<file path="config.mk">
export PLATFORM = sky130hd
export DESIGN_NAME = local_alignment_score
export DESIGN_NICKNAME = d
export VERILOG_FILES = /design/src/hdl/lsa_pkg.sv /design/src/hdl/lsa_cell.sv /design/src/hdl/local_alignment_score.sv
export SDC_FILE = /design/constraint.sdc
export NUM_CORES = 2
export LEC_CHECK = 0
export BUFFER_PORTS_ARGS = -buffer_cell sky130_fd_sc_hd__buf_2
export CAP_MARGIN = 20
export CORE_AREA = 2 2 425 427
export CTS_CLUSTER_DIAMETER = 100
export DETAILED_ROUTE_END_ITERATION = 12
export DIE_AREA = 0 0 427 429
export GPL_ROUTABILITY_DRIVEN = 0
export PLACE_DENSITY = 0.54
export SYNTH_ARGS = -nofsm -noshare
export SYNTH_HDL_FRONTEND = slang
export SYNTH_HIERARCHICAL = 1
export SYNTH_SLANG_ARGS = --single-unit
</file>
<file path="constraint.sdc">
create_clock -name clk -period 11.8 [get_ports clk]
set_input_delay 0.59 -clock clk [delete_from_list [all_inputs] [get_ports clk]]
set_output_delay 0.59 -clock clk [all_outputs]
set_load 0.01 [all_outputs]
</file>
<file path="src/hdl/lsa_pkg.sv">
package lsa_pkg;

  // field widths
  localparam int SYM_W   = 8;
  localparam int SCORE_W = 8;
  localparam int CELL_W  = 13;
  localparam int SUM_W   = CELL_W + 2;
  localparam int REG_W   = 2;

  // default query depth
  localparam int DEF_MAX_QUERY = 64;

  // cell saturation and the gap character
  localparam logic [CELL_W-1:0] CELL_MAX   = 13'd8191;
  localparam logic [SYM_W-1:0]  GAP_SYMBOL = 8'd45;

  // item kinds carried in tuser
  localparam logic OP_LOAD    = 1'b0;
  localparam logic OP_SUBJECT = 1'b1;

  // register indexes
  localparam logic [REG_W-1:0] REG_MATCH    = 2'd0;
  localparam logic [REG_W-1:0] REG_MISMATCH = 2'd1;
  localparam logic [REG_W-1:0] REG_GAP      = 2'd2;

  // register reset values
  localparam logic signed [SCORE_W-1:0] RST_MATCH    = 8'sd2;
  localparam logic signed [SCORE_W-1:0] RST_MISMATCH = -8'sd1;
  localparam logic signed [SCORE_W-1:0] RST_GAP      = -8'sd1;

  typedef struct packed {
    logic signed [SCORE_W-1:0] match_score;
    logic signed [SCORE_W-1:0] mismatch_score;
    logic signed [SCORE_W-1:0] gap_score;
  } score_cfg_t;

  typedef enum logic [1:0] {
    ST_IDLE,
    ST_RUN,
    ST_EMIT
  } state_t;

endpackage

</file>
<file path="src/hdl/lsa_cell.sv">
module lsa_cell import lsa_pkg::*; (
  input  score_cfg_t        cfg,
  input  logic [SYM_W-1:0]  q_sym,
  input  logic [SYM_W-1:0]  s_sym,
  input  logic [CELL_W-1:0] left_cell,
  input  logic [CELL_W-1:0] diag_cell,
  input  logic [CELL_W-1:0] up_cell,
  output logic [CELL_W-1:0] score
);

  logic signed [SCORE_W-1:0] pair;
  logic signed [SUM_W-1:0]   gap_ext;
  logic signed [SUM_W-1:0]   pair_ext;
  logic signed [SUM_W-1:0]   left_v;
  logic signed [SUM_W-1:0]   up_v;
  logic signed [SUM_W-1:0]   diag_v;
  logic signed [SUM_W-1:0]   best_v;

  // pair score of query and subject symbol
  always_comb begin
    if (q_sym == s_sym) begin
      pair = cfg.match_score;
    end else if (q_sym == GAP_SYMBOL || s_sym == GAP_SYMBOL) begin
      pair = cfg.gap_score;
    end else begin
      pair = cfg.mismatch_score;
    end
  end

  // three candidate scores
  assign gap_ext  = {{(SUM_W-SCORE_W){cfg.gap_score[SCORE_W-1]}}, cfg.gap_score};
  assign pair_ext = {{(SUM_W-SCORE_W){pair[SCORE_W-1]}}, pair};
  assign left_v   = $signed({2'b00, left_cell}) + gap_ext;
  assign up_v     = $signed({2'b00, up_cell}) + gap_ext;
  assign diag_v   = $signed({2'b00, diag_cell}) + pair_ext;

  // maximum with zero, then saturate
  always_comb begin
    best_v = '0;
    if (left_v > best_v) best_v = left_v;
    if (up_v > best_v) best_v = up_v;
    if (diag_v > best_v) best_v = diag_v;
    if (best_v > $signed({2'b00, CELL_MAX})) begin
      score = CELL_MAX;
    end else begin
      score = best_v[CELL_W-1:0];
    end
  end

endmodule

</file>
<file path="src/hdl/local_alignment_score.sv">
// query item: taken whenever the block is idle
// subject item: a pass over the query rows, then the emit state when
//   it carries last; each row is one read-modify-write of the column memory
// result is registered onto m_tdata by the emit state after a last subject item
// rst (synchronous) restores default scores, empties the query, zeroes the best;
//   the column memory needs no clearing pass, its first pass reads it as zero
module local_alignment_score import lsa_pkg::*; #(
  parameter int MAX_QUERY = DEF_MAX_QUERY
) (
  input  logic               clk,
  input  logic               rst,
  input  logic               s_tvalid,
  output logic               s_tready,
  input  logic [7:0]         s_tdata,   // symbol [7:0]
  input  logic               s_tuser,   // op [0]
  input  logic               s_tlast,
  output logic               m_tvalid,
  input  logic               m_tready,
  output logic [15:0]        m_tdata,   // best_score [12:0], zero [15:13]
  input  logic               cfg_we,
  input  logic [REG_W-1:0]   cfg_index,
  input  logic [SCORE_W-1:0] cfg_data
);

  localparam int AW = (MAX_QUERY > 1) ? $clog2(MAX_QUERY) : 1;
  localparam int CW = $clog2(MAX_QUERY + 1);

  score_cfg_t        cfg;
  state_t            state;
  state_t            state_next;
  logic [CW-1:0]     qcount;
  logic [CW-1:0]     load_count;
  logic              query_done;
  logic              fresh;
  logic [AW-1:0]     j;
  logic [AW-1:0]     rd_addr;
  logic              last_idx;
  logic              accept;
  logic              q_we;
  logic              col_we;
  logic              run_start;
  logic              emit_go;
  logic [SYM_W-1:0]  sub_sym;
  logic              sub_last;
  logic [CELL_W-1:0] diag_prev;
  logic [CELL_W-1:0] up_cell;
  logic [CELL_W-1:0] best;
  logic [CELL_W-1:0] out_score;
  logic [SYM_W-1:0]  q_rd;
  logic [CELL_W-1:0] c_rd;
  logic [CELL_W-1:0] c_val;
  logic [CELL_W-1:0] new_score;

  logic [SYM_W-1:0]  query_mem [MAX_QUERY];
  logic [CELL_W-1:0] col_mem   [MAX_QUERY];

  // score registers
  always_ff @(posedge clk) begin
    if (rst) begin
      cfg <= '{match_score: RST_MATCH, mismatch_score: RST_MISMATCH, gap_score: RST_GAP};
    end else if (cfg_we) begin
      case (cfg_index)
        REG_MATCH:    cfg.match_score    <= cfg_data;
        REG_MISMATCH: cfg.mismatch_score <= cfg_data;
        REG_GAP:      cfg.gap_score      <= cfg_data;
        default: ;
      endcase
    end
  end

  assign accept     = s_tvalid && s_tready;
  assign load_count = query_done ? '0 : qcount;
  assign q_we       = accept && (s_tuser == OP_LOAD) && (load_count < CW'(MAX_QUERY));
  assign run_start  = accept && (s_tuser == OP_SUBJECT) && query_done;
  assign last_idx   = (CW'(j) + CW'(1)) == qcount;
  assign c_val      = fresh ? '0 : c_rd;

  // sequencer: next state, ready, read address, column write and emit strobe
  always_comb begin
    state_next = state;
    s_tready   = (state == ST_IDLE);
    rd_addr    = '0;
    col_we     = 1'b0;
    emit_go    = 1'b0;
    case (state)
      ST_IDLE: begin
        if (run_start) state_next = ST_RUN;
      end
      ST_RUN: begin
        col_we  = 1'b1;
        rd_addr = j + AW'(1);
        if (last_idx) state_next = sub_last ? ST_EMIT : ST_IDLE;
      end
      ST_EMIT: begin
        if (!m_tvalid || m_tready) begin
          emit_go    = 1'b1;
          state_next = ST_IDLE;
        end
      end
      default: state_next = ST_IDLE;
    endcase
  end

  // query memory
  always_ff @(posedge clk) begin
    if (q_we) query_mem[load_count[AW-1:0]] <= s_tdata;
    q_rd <= query_mem[rd_addr];
  end

  // column memory, row j written while row j+1 is read
  always_ff @(posedge clk) begin
    if (col_we) col_mem[j] <= new_score;
    c_rd <= col_mem[rd_addr];
  end

  lsa_cell u_cell (
    .cfg       (cfg),
    .q_sym     (q_rd),
    .s_sym     (sub_sym),
    .left_cell (c_val),
    .diag_cell (diag_prev),
    .up_cell   (up_cell),
    .score     (new_score)
  );

  // control state
  always_ff @(posedge clk) begin
    if (rst) begin
      state      <= ST_IDLE;
      qcount     <= '0;
      query_done <= 1'b0;
      fresh      <= 1'b1;
      best       <= '0;
      j          <= '0;
      m_tvalid   <= 1'b0;
    end else begin
      state <= state_next;
      if (accept && s_tuser == OP_LOAD) begin
        qcount     <= q_we ? load_count + CW'(1) : load_count;
        query_done <= s_tlast;
        if (query_done) begin
          best  <= '0;
          fresh <= 1'b1;
        end
      end
      if (run_start) j <= '0;
      if (state == ST_RUN) begin
        j <= j + AW'(1);
        if (new_score > best) best <= new_score;
        if (last_idx) fresh <= 1'b0;
      end
      if (emit_go) begin
        m_tvalid <= 1'b1;
        best     <= '0;
        fresh    <= 1'b1;
      end else if (m_tvalid && m_tready) begin
        m_tvalid <= 1'b0;
      end
    end
  end

  // datapath registers
  always_ff @(posedge clk) begin
    if (run_start) begin
      sub_sym   <= s_tdata;
      sub_last  <= s_tlast;
      diag_prev <= '0;
      up_cell   <= '0;
    end
    if (state == ST_RUN) begin
      diag_prev <= c_val;
      up_cell   <= new_score;
    end
    if (emit_go) out_score <= best;
  end

  assign m_tdata = {3'b000, out_score};

  // a pass only runs over stored rows of a finished query
  assert property (@(posedge clk) disable iff (rst)
    (state == ST_RUN) |-> (query_done && (CW'(j) < qcount)))
    else $error("row index outside the stored query");

  // a result only comes out of the emit step
  assert property (@(posedge clk) disable iff (rst)
    $rose(m_tvalid) |-> ($past(state) == ST_EMIT))
    else $error("result raised outside emit");

  // after a full pass the column memory holds real values
  assert property (@(posedge clk) disable iff (rst)
    (state == ST_RUN && last_idx) |=> !fresh)
    else $error("column still marked clear after a pass");

  // no item is taken while a pass is running
  assert property (@(posedge clk) disable iff (rst)
    (state == ST_RUN && !last_idx) |=> (state == ST_RUN && !s_tready))
    else $error("pass interrupted");

endmodule

</file>
# After elaboration in Yosys (flattened, before gate mapping)
# Memory sizes are Yosys's and may differ from the RTL's. A register that Yosys moved wholly into a read port is not among the register bits.
# Index checks and enable logic that the tools add are counted.
classes:
  addsub: 6
  n_lt_le_gt_ge: 6
  n_eq_ne: 11
  mux: 37
  n_bitwise: 1
  reduce_logical: 18
ops:
  columns: ["op", "count"]
  rows:
  - ["13-bit two-way mux", 9]
  - ["14-bit by 8-bit adder with 15-bit output", 3]
  - ["15-bit two-way mux", 3]
  - ["15-bit greater-than comparator", 2]
  - ["6-bit two-way mux", 3]
  - ["8-bit by 6-bit == test with 1-bit output (second input constant)", 2]
  - ["8-bit two-way mux", 2]
  - ["15-bit by 1-bit greater-than comparator with 1-bit output (second input constant)", 1]
  - ["15-bit by 14-bit greater-than comparator with 1-bit output (second input constant)", 1]
  - ["7-bit two-way mux", 2]
  - ["13-bit greater-than comparator", 1]
  - ["1-bit two-way mux", 13]
  - ["8-bit == test", 1]
  - ["2-bit two-way mux", 4]
  - ["6-bit by 1-bit adder with 7-bit output (second input constant)", 1]
  - ["7-bit by 1-bit adder with 7-bit output (second input constant)", 1]
  - ["7-bit == test", 1]
  - ["7-bit less-than comparator (second input constant)", 1]
  - ["6-bit by 1-bit adder with 6-bit output (second input constant)", 1]
  - ["1-bit logical AND", 6]
  - ["2-bit one-hot mux with 3 select lines", 1]
  - ["2-bit AND reduction", 3]
  - ["2-bit by 1-bit == test with 1-bit output (second input constant)", 2]
  - ["2-bit == test (second input constant)", 2]
  - ["other kinds (9)", 13]
word_totals:
  regBits: 103
  ramBits: 1344
  inputBits: 25
  wordCells: 96
  n_memories: 2
memory_table:
  columns: ["memory", "words", "width", "rd", "rd_clocked_by_memory_dff", "write_ports", "line", "source"]
  rows:
  - ["col_mem", 64, 13, 1, 1, 1, "local_alignment_score.sv:55", "logic [CELL_W-1:0] col_mem [MAX_QUERY];"]
  - ["query_mem", 64, 8, 1, 1, 1, "local_alignment_score.sv:54", "logic [SYM_W-1:0] query_mem [MAX_QUERY];"]

# Logic depth before layout (Yosys ltp)
depth:
  ltp_word: 13
  ltp_mapped: 40

# Hierarchy
# The synthesis kept the hierarchy.
by_module_without_submodules:
  columns: ["mod", "instances", "cells_per_inst", "area_per_inst_um2"]
  rows:
  - ["local_alignment_score", 1, 4039, 58793.9]
  - ["lsa_cell", 1, 441, 3306.9]

# Worst setup path before layout
# OpenSTA, ideal clock, no wires.
synth_path:
  path_type: "reg2reg"
  start: "register fresh"
  end: "register best[10]"
  t_arrival_ps: 10095
  required_ps: 11729
  setup_slack_ps: 1635
  stages_incl_launch_ff: 39
  synth_period_minus_slack_ps: 10165
  cell_sequence: "dfxtp_1 -> clkbuf_1 -> nor2b_1 -> ha_1 -> and2_1 -> o32ai_1 -> a31o_2 -> o21ai_1 -> xnor2_1 -> clkbuf_1 -> clkbuf_1 -> nand2_1 -> ha_1 -> nand4_1 -> or2_1 -> a2111o_1 -> o211ai_1 -> o211ai_2 -> [3 not listed] -> ha_1 -> nand3_1 -> o22ai_1 -> o21ai_1 -> or4b_1 -> or2_2 -> o21ai_1 -> or3_1 -> buf_4 -> a2bb2oi_1 -> ha_1 -> a21o_1 -> a211o_1 -> nor2_1 -> a2111o_1 -> a2111oi_2 -> clkbuf_1 -> a22o_1"
synth_between:
  elab_chain_cells: 13
synth_rtl:
  columns: ["element", "line", "source"]
  rows:
  - ["from (decl)", "local_alignment_score.sv:34", "logic fresh;"]
  - ["from (signal assigned)", "local_alignment_score.sv:132", "fresh <= 1'b1;"]
  - ["from (signal assigned)", "local_alignment_score.sv:143", "fresh <= 1'b1;"]
  - ["from (signal assigned)", "local_alignment_score.sv:150", "if (last_idx) fresh <= 1'b0;"]
  - ["13-bit two-way mux (*)", "local_alignment_score.sv:76", "assign c_val = fresh ? '0 : c_rd;"]
  - ["via c_val[7]", "local_alignment_score.sv:51", "logic [CELL_W-1:0] c_val;"]
  - ["14-bit by 8-bit adder with 15-bit output (*)", "lsa_cell.sv:33", "assign left_v = $signed({2'b00, left_cell}) + gap_ext;"]
  - ["15-bit by 1-bit greater-than comparator with 1-bit output", "lsa_cell.sv:40", "if (left_v > best_v) best_v = left_v;"]
  - ["15-bit two-way mux (*)", "lsa_cell.sv:40", null]
  - ["15-bit greater-than comparator", "lsa_cell.sv:41", "if (up_v > best_v) best_v = up_v;"]
  - ["15-bit two-way mux (*)", "lsa_cell.sv:41", null]
  - ["15-bit greater-than comparator", "lsa_cell.sv:42", "if (diag_v > best_v) best_v = diag_v;"]
  - ["15-bit two-way mux (*)", "lsa_cell.sv:42", null]
  - ["15-bit by 14-bit greater-than comparator with 1-bit output", "lsa_cell.sv:43", "if (best_v > $signed({2'b00, CELL_MAX})) begin"]
  - ["13-bit two-way mux (*)", "lsa_cell.sv:43", null]
  - ["via new_score[6]", "local_alignment_score.sv:52", "logic [CELL_W-1:0] new_score;"]
  - ["13-bit greater-than comparator (*)", "local_alignment_score.sv:149", "if (new_score > best) best <= new_score;"]
  - ["13-bit two-way mux (*)", "local_alignment_score.sv:149", null]
  - ["13-bit two-way mux (*)", "local_alignment_score.sv:147", "if (state == ST_RUN) begin"]
  - ["to (signal assigned)", "local_alignment_score.sv:149", null]
  - ["to (decl)", "local_alignment_score.sv:47", "logic [CELL_W-1:0] best;"]
# Mark *: on every way through the listed nets, which the timed path passes. The rest lies on a longest branch.
# A chain may end at the register's enable or synchronous reset.

# Worst setup path after layout
layout_path:
  start: "register cfg[7] (netlist name)"
  end: "register best[11]"
layout_between:
  elab_chain_cells: 12
  word_cells_on_any_way: 16
layout_rtl:
  columns: ["element", "line"]
  rows:
  - ["14-bit by 8-bit adder with 15-bit output", "lsa_cell.sv:33"]
  - ["15-bit by 1-bit greater-than comparator with 1-bit output", "lsa_cell.sv:40"]
  - ["15-bit two-way mux", "lsa_cell.sv:40"]
  - ["15-bit greater-than comparator", "lsa_cell.sv:41"]
  - ["15-bit two-way mux", "lsa_cell.sv:41"]
  - ["15-bit greater-than comparator", "lsa_cell.sv:42"]
  - ["15-bit two-way mux (*)", "lsa_cell.sv:42"]
  - ["15-bit by 14-bit greater-than comparator with 1-bit output", "lsa_cell.sv:43"]
  - ["13-bit two-way mux (*)", "lsa_cell.sv:43"]
  - ["via new_score[1]", "local_alignment_score.sv:52"]
  - ["13-bit greater-than comparator (*)", "local_alignment_score.sv:149"]
  - ["13-bit two-way mux (*)", "local_alignment_score.sv:149"]
  - ["13-bit two-way mux (*)", "local_alignment_score.sv:147"]
# Marks and branches as above.

==> summary.md <==
| Metric | Value |
|---|---|
| Status | completed |
| Area Overhead vs Synth | 12.5% |
| Num rows | 155 |
| Commonest non-fill, non-tap cell in the layout | edfxtp_1 |
| Worst-Skew Late Latency | approximately 0.80 ns |
| Initial antenna violation count | 3 |
| Hpwl dp | approximately 110 mm |
| Post-synth top flop | edfxtp_1 |
| F_max | 100 MHz |
| Max IR drop VDD | 194 uV |
| Clock sink count | between 1000 and 1500 |
| Rel. slew slack | 0.163 |
| Yosys warning total | 6 |
| 1st-iter DRT viols | ~4800 |
| Worst path max stage delay | roughly 0.96 ns |
| Post-synthesis register bit count | about 1500 |
| H-tree depth | 4 |
| First-pass GRT wire length | between 200 and 300 mm |
| Fin crit period | between 9 and 10 ns |
| Post-CTS Setup Inserts | 0 |
| Setup Skew | approximately 0.035 ns |
| Hold Vio Cnt, Final | 0 |
| IO buf count | 39 |
| Layout cells sized above 1 | 0.119 |
| Initial Util | 0.349 |
| Fin Setup TNS | 0 ns |
| Mapped Avg Cell Area | around 14 sq um |
| Switch share | 0.246 |
| CP max FO | 67 |
| Via/cell ratio | 5.78 |
| Crit path DAT | about 11 ns |
| Worst-Margin Slew | ~1.3 ns |
| Nets | 4589 |
| Die Span X | around 430 microns |
| Pwr per Cell Area | 170 nW/um^2 |
| Clock share of power | 0.387 |
| R2R setup slack | around 1.8 ns |
| Total grt overflow | 0 |
| Crit share post-route | 0.845 |
| Synth unique cells | a little over 100 |
| Main area contributors after synthesis | edfxtp_1, dfxtp_1, nand2_1 |
| Power Internal | about 0.0089 W |
| Critical path class | register to register |
| Static Leak | between 20 and 25 nW |
| Synth Cell Area | 62100 sq um |
| Routed wire length per instance | about 28 microns |
| CTS tree | built |
| Max-slew violation count | 0 |
| Most used cell, CP | ha_1 |
| Post-synthesis sequential area ratio | 0.698 |
| Place WS | roughly 1.7 ns |
| Synth area leader | edfxtp_1 |
| Commonest non-fill, non-tap cells in the layout | edfxtp_1, nand2_1, nor2_1 |
| Count of mapped cells out of synthesis | roughly 4500 |
| Setup crit start kind | register |
| CP Data Required Time | between 10 and 15 ns |
| Std-Cell Core Area | roughly 180000 sq um |
| PostCTS Resize Cnt | 0 |
| # IOs | 43 |
| Pin count of the biggest net entering global routing | about 130 |
| Synth top area share | 0.673 |
| Vias in the first global route | 38200 |
| Final number of setup-violating endpoints | 0 |
| Flop pwr share | 0.520 |
| CTS Hold Buffers Added | 0 |
| Vias | 40200 |
| Max-cap violation count | 0 |
| Residual DRC | 0 |
| GRT Overall Usage | 0.210 |
| Final wirelength | between 150 and 200 mm |
| RSZ-0062 raised after global routing | no |
| Hold crit path type | input port to register |
| Bufs on Longest Clock Path | 3 |
| Async SR Flop Fraction | 0 |
| Die ar. | between 150000 and 200000 sq um |
| Post-synth EDFFs | about 1400 |
| Net Switching | about 0.0029 W |
| Die H | 429 microns |
| Slowest-stage cell, CP | dfxtp_1 |
| Filler cell count in the final layout | ~17000 |
| Setup ws final | between 1.5 and 2 ns |
| Antenna-violating nets left | 0 |
| Clock slew at reported path FFs | about 0.06 ns |
| Critical Path Sink Type | register |
| CTS Root Buffer Type | clkbuf_16 |
| Comb power frac | 0.092 |
| TritonCTS buffer count | 150 |
| DR pass1 iterations | 6 |
-- cell type report --
cell class | count | area (sq um) | share of cell area
Clock inverter | 57 | 444 | 0.00636
Multi-Input combinational cell | 2652 | 17600 | 0.252
Antenna cell | 4 | 10.0 | 0.000143
Sequential cell | 1468 | 43300 | 0.620
Inverter | 51 | 199 | 0.00285
Timing Repair Buffer | 152 | 1130 | 0.0162
Tap cell | 2355 | 2950 | 0.0422
Clock buffer | 214 | 4190 | 0.0600
-- cell families (layout without fill, tap and decap cells) --
| family | after synthesis | in the layout | share of synthesized area |
|---|---|---|---|
| AOI/OAI and AO/OA | 1113 | 1113 | 0.121 |
| xor gates and xnor gates | 59 | 59 | 0.00947 |
| adders and majority gates | 89 | 89 | 0.0183 |
| buffers and inverters | 362 | 474 | 0.0267 |
| DFF | 1468 | 1468 | 0.698 |
| muxes | 176 | 176 | 0.0338 |
| other | 2 | 8 | 0.000121 |
| and+or+nand+nor | 1211 | 1211 | 0.0927 |
-- power by group through the flow --
stage | Clock, W | Combinational (W) | Sequential [W]
floorplan | 0 | 0.000517 | 0.00631
global placement | 0 | 0.00107 | 0.00628
detailed placement | 0 | 0.00109 | 0.00628
CTS | 0.00465 | 0.00109 | 0.00617
global route | 0.00486 | 0.00117 | 0.00617
finish | 0.00460 | 0.00110 | 0.00617
-- synth_stat cells (all sizes together) (68+ instances only) --
| library cell | instances |
|---|---|
| o211ai | 111 |
| nor2 | 308 |
| clkbuf | 131 |
| o21ai | 214 |
| dfxtp | 76 |
| nand2 | 371 |
| mux2i | 103 |
| nand3 | 134 |
| o221ai | 76 |
| a31oi | 69 |
| a211oi | 68 |
| or3 | 80 |
| o22ai | 131 |
| buf | 180 |
| edfxtp | 1392 |
| ha | 86 |
| a21oi | 194 |
| nor3 | 76 |
-- layer usage --
metal	global-route usage	wire (microns)
met5	0	9
met4	0.0697	5950
met3	0.0355	14400
met2	0.321	89100
met1	0.301	86100
-- per-stage QoR --
stage               hold WS (ns)  cell area, sq um  utilization  std cells  power [W]
floorplan                  0.431             62100            -       4482    0.00683
global route              0.0352             69800        0.392       6949     0.0122
CTS                      0.00196             69800        0.392       6945     0.0119
global placement           0.453             65200        0.366       6673    0.00735
finish                    0.0506             69800        0.392       6953     0.0119
detailed placement         0.461             65200        0.366       6674    0.00737
-- sequential cells by signal, summed over array words and instances (netlist names), 6 cells and up --
register   count
diag_prev     13
qcount         7
col_mem      832
c_rd          13
sub_sym        8
j              6
out_score     13
cfg           24
up_cell       13
best          13
q_rd           8
query_mem    512
-- critical path: cells and delay by family, from the launching register on --
kind	cells	cell delay, ns
compound gates	21	4.60
buf+inv	4	1.04
simple gates	6	1.60
flops	1	0.96
xor+xnor	1	0.14
fa+ha+maj	4	1.47
-- path summary, 6_finish.rpt --
kind / from / endpoint / depth (start not counted)
worst min register to register: best[6]$_SDFF_PP0_ / out_score[6]$_DFFE_PP_ / 0
worst min-delay path: cfg_data[4] / cfg[12]$_SDFFE_PP1P_ / 3
worst max register to register: cfg[7]$_SDFFE_PP1P_ / best[11]$_SDFF_PP0_ / 36
worst max-delay path: cfg[7]$_SDFFE_PP1P_ / best[11]$_SDFF_PP0_ / 36
(Power assumes the default switching activity.)
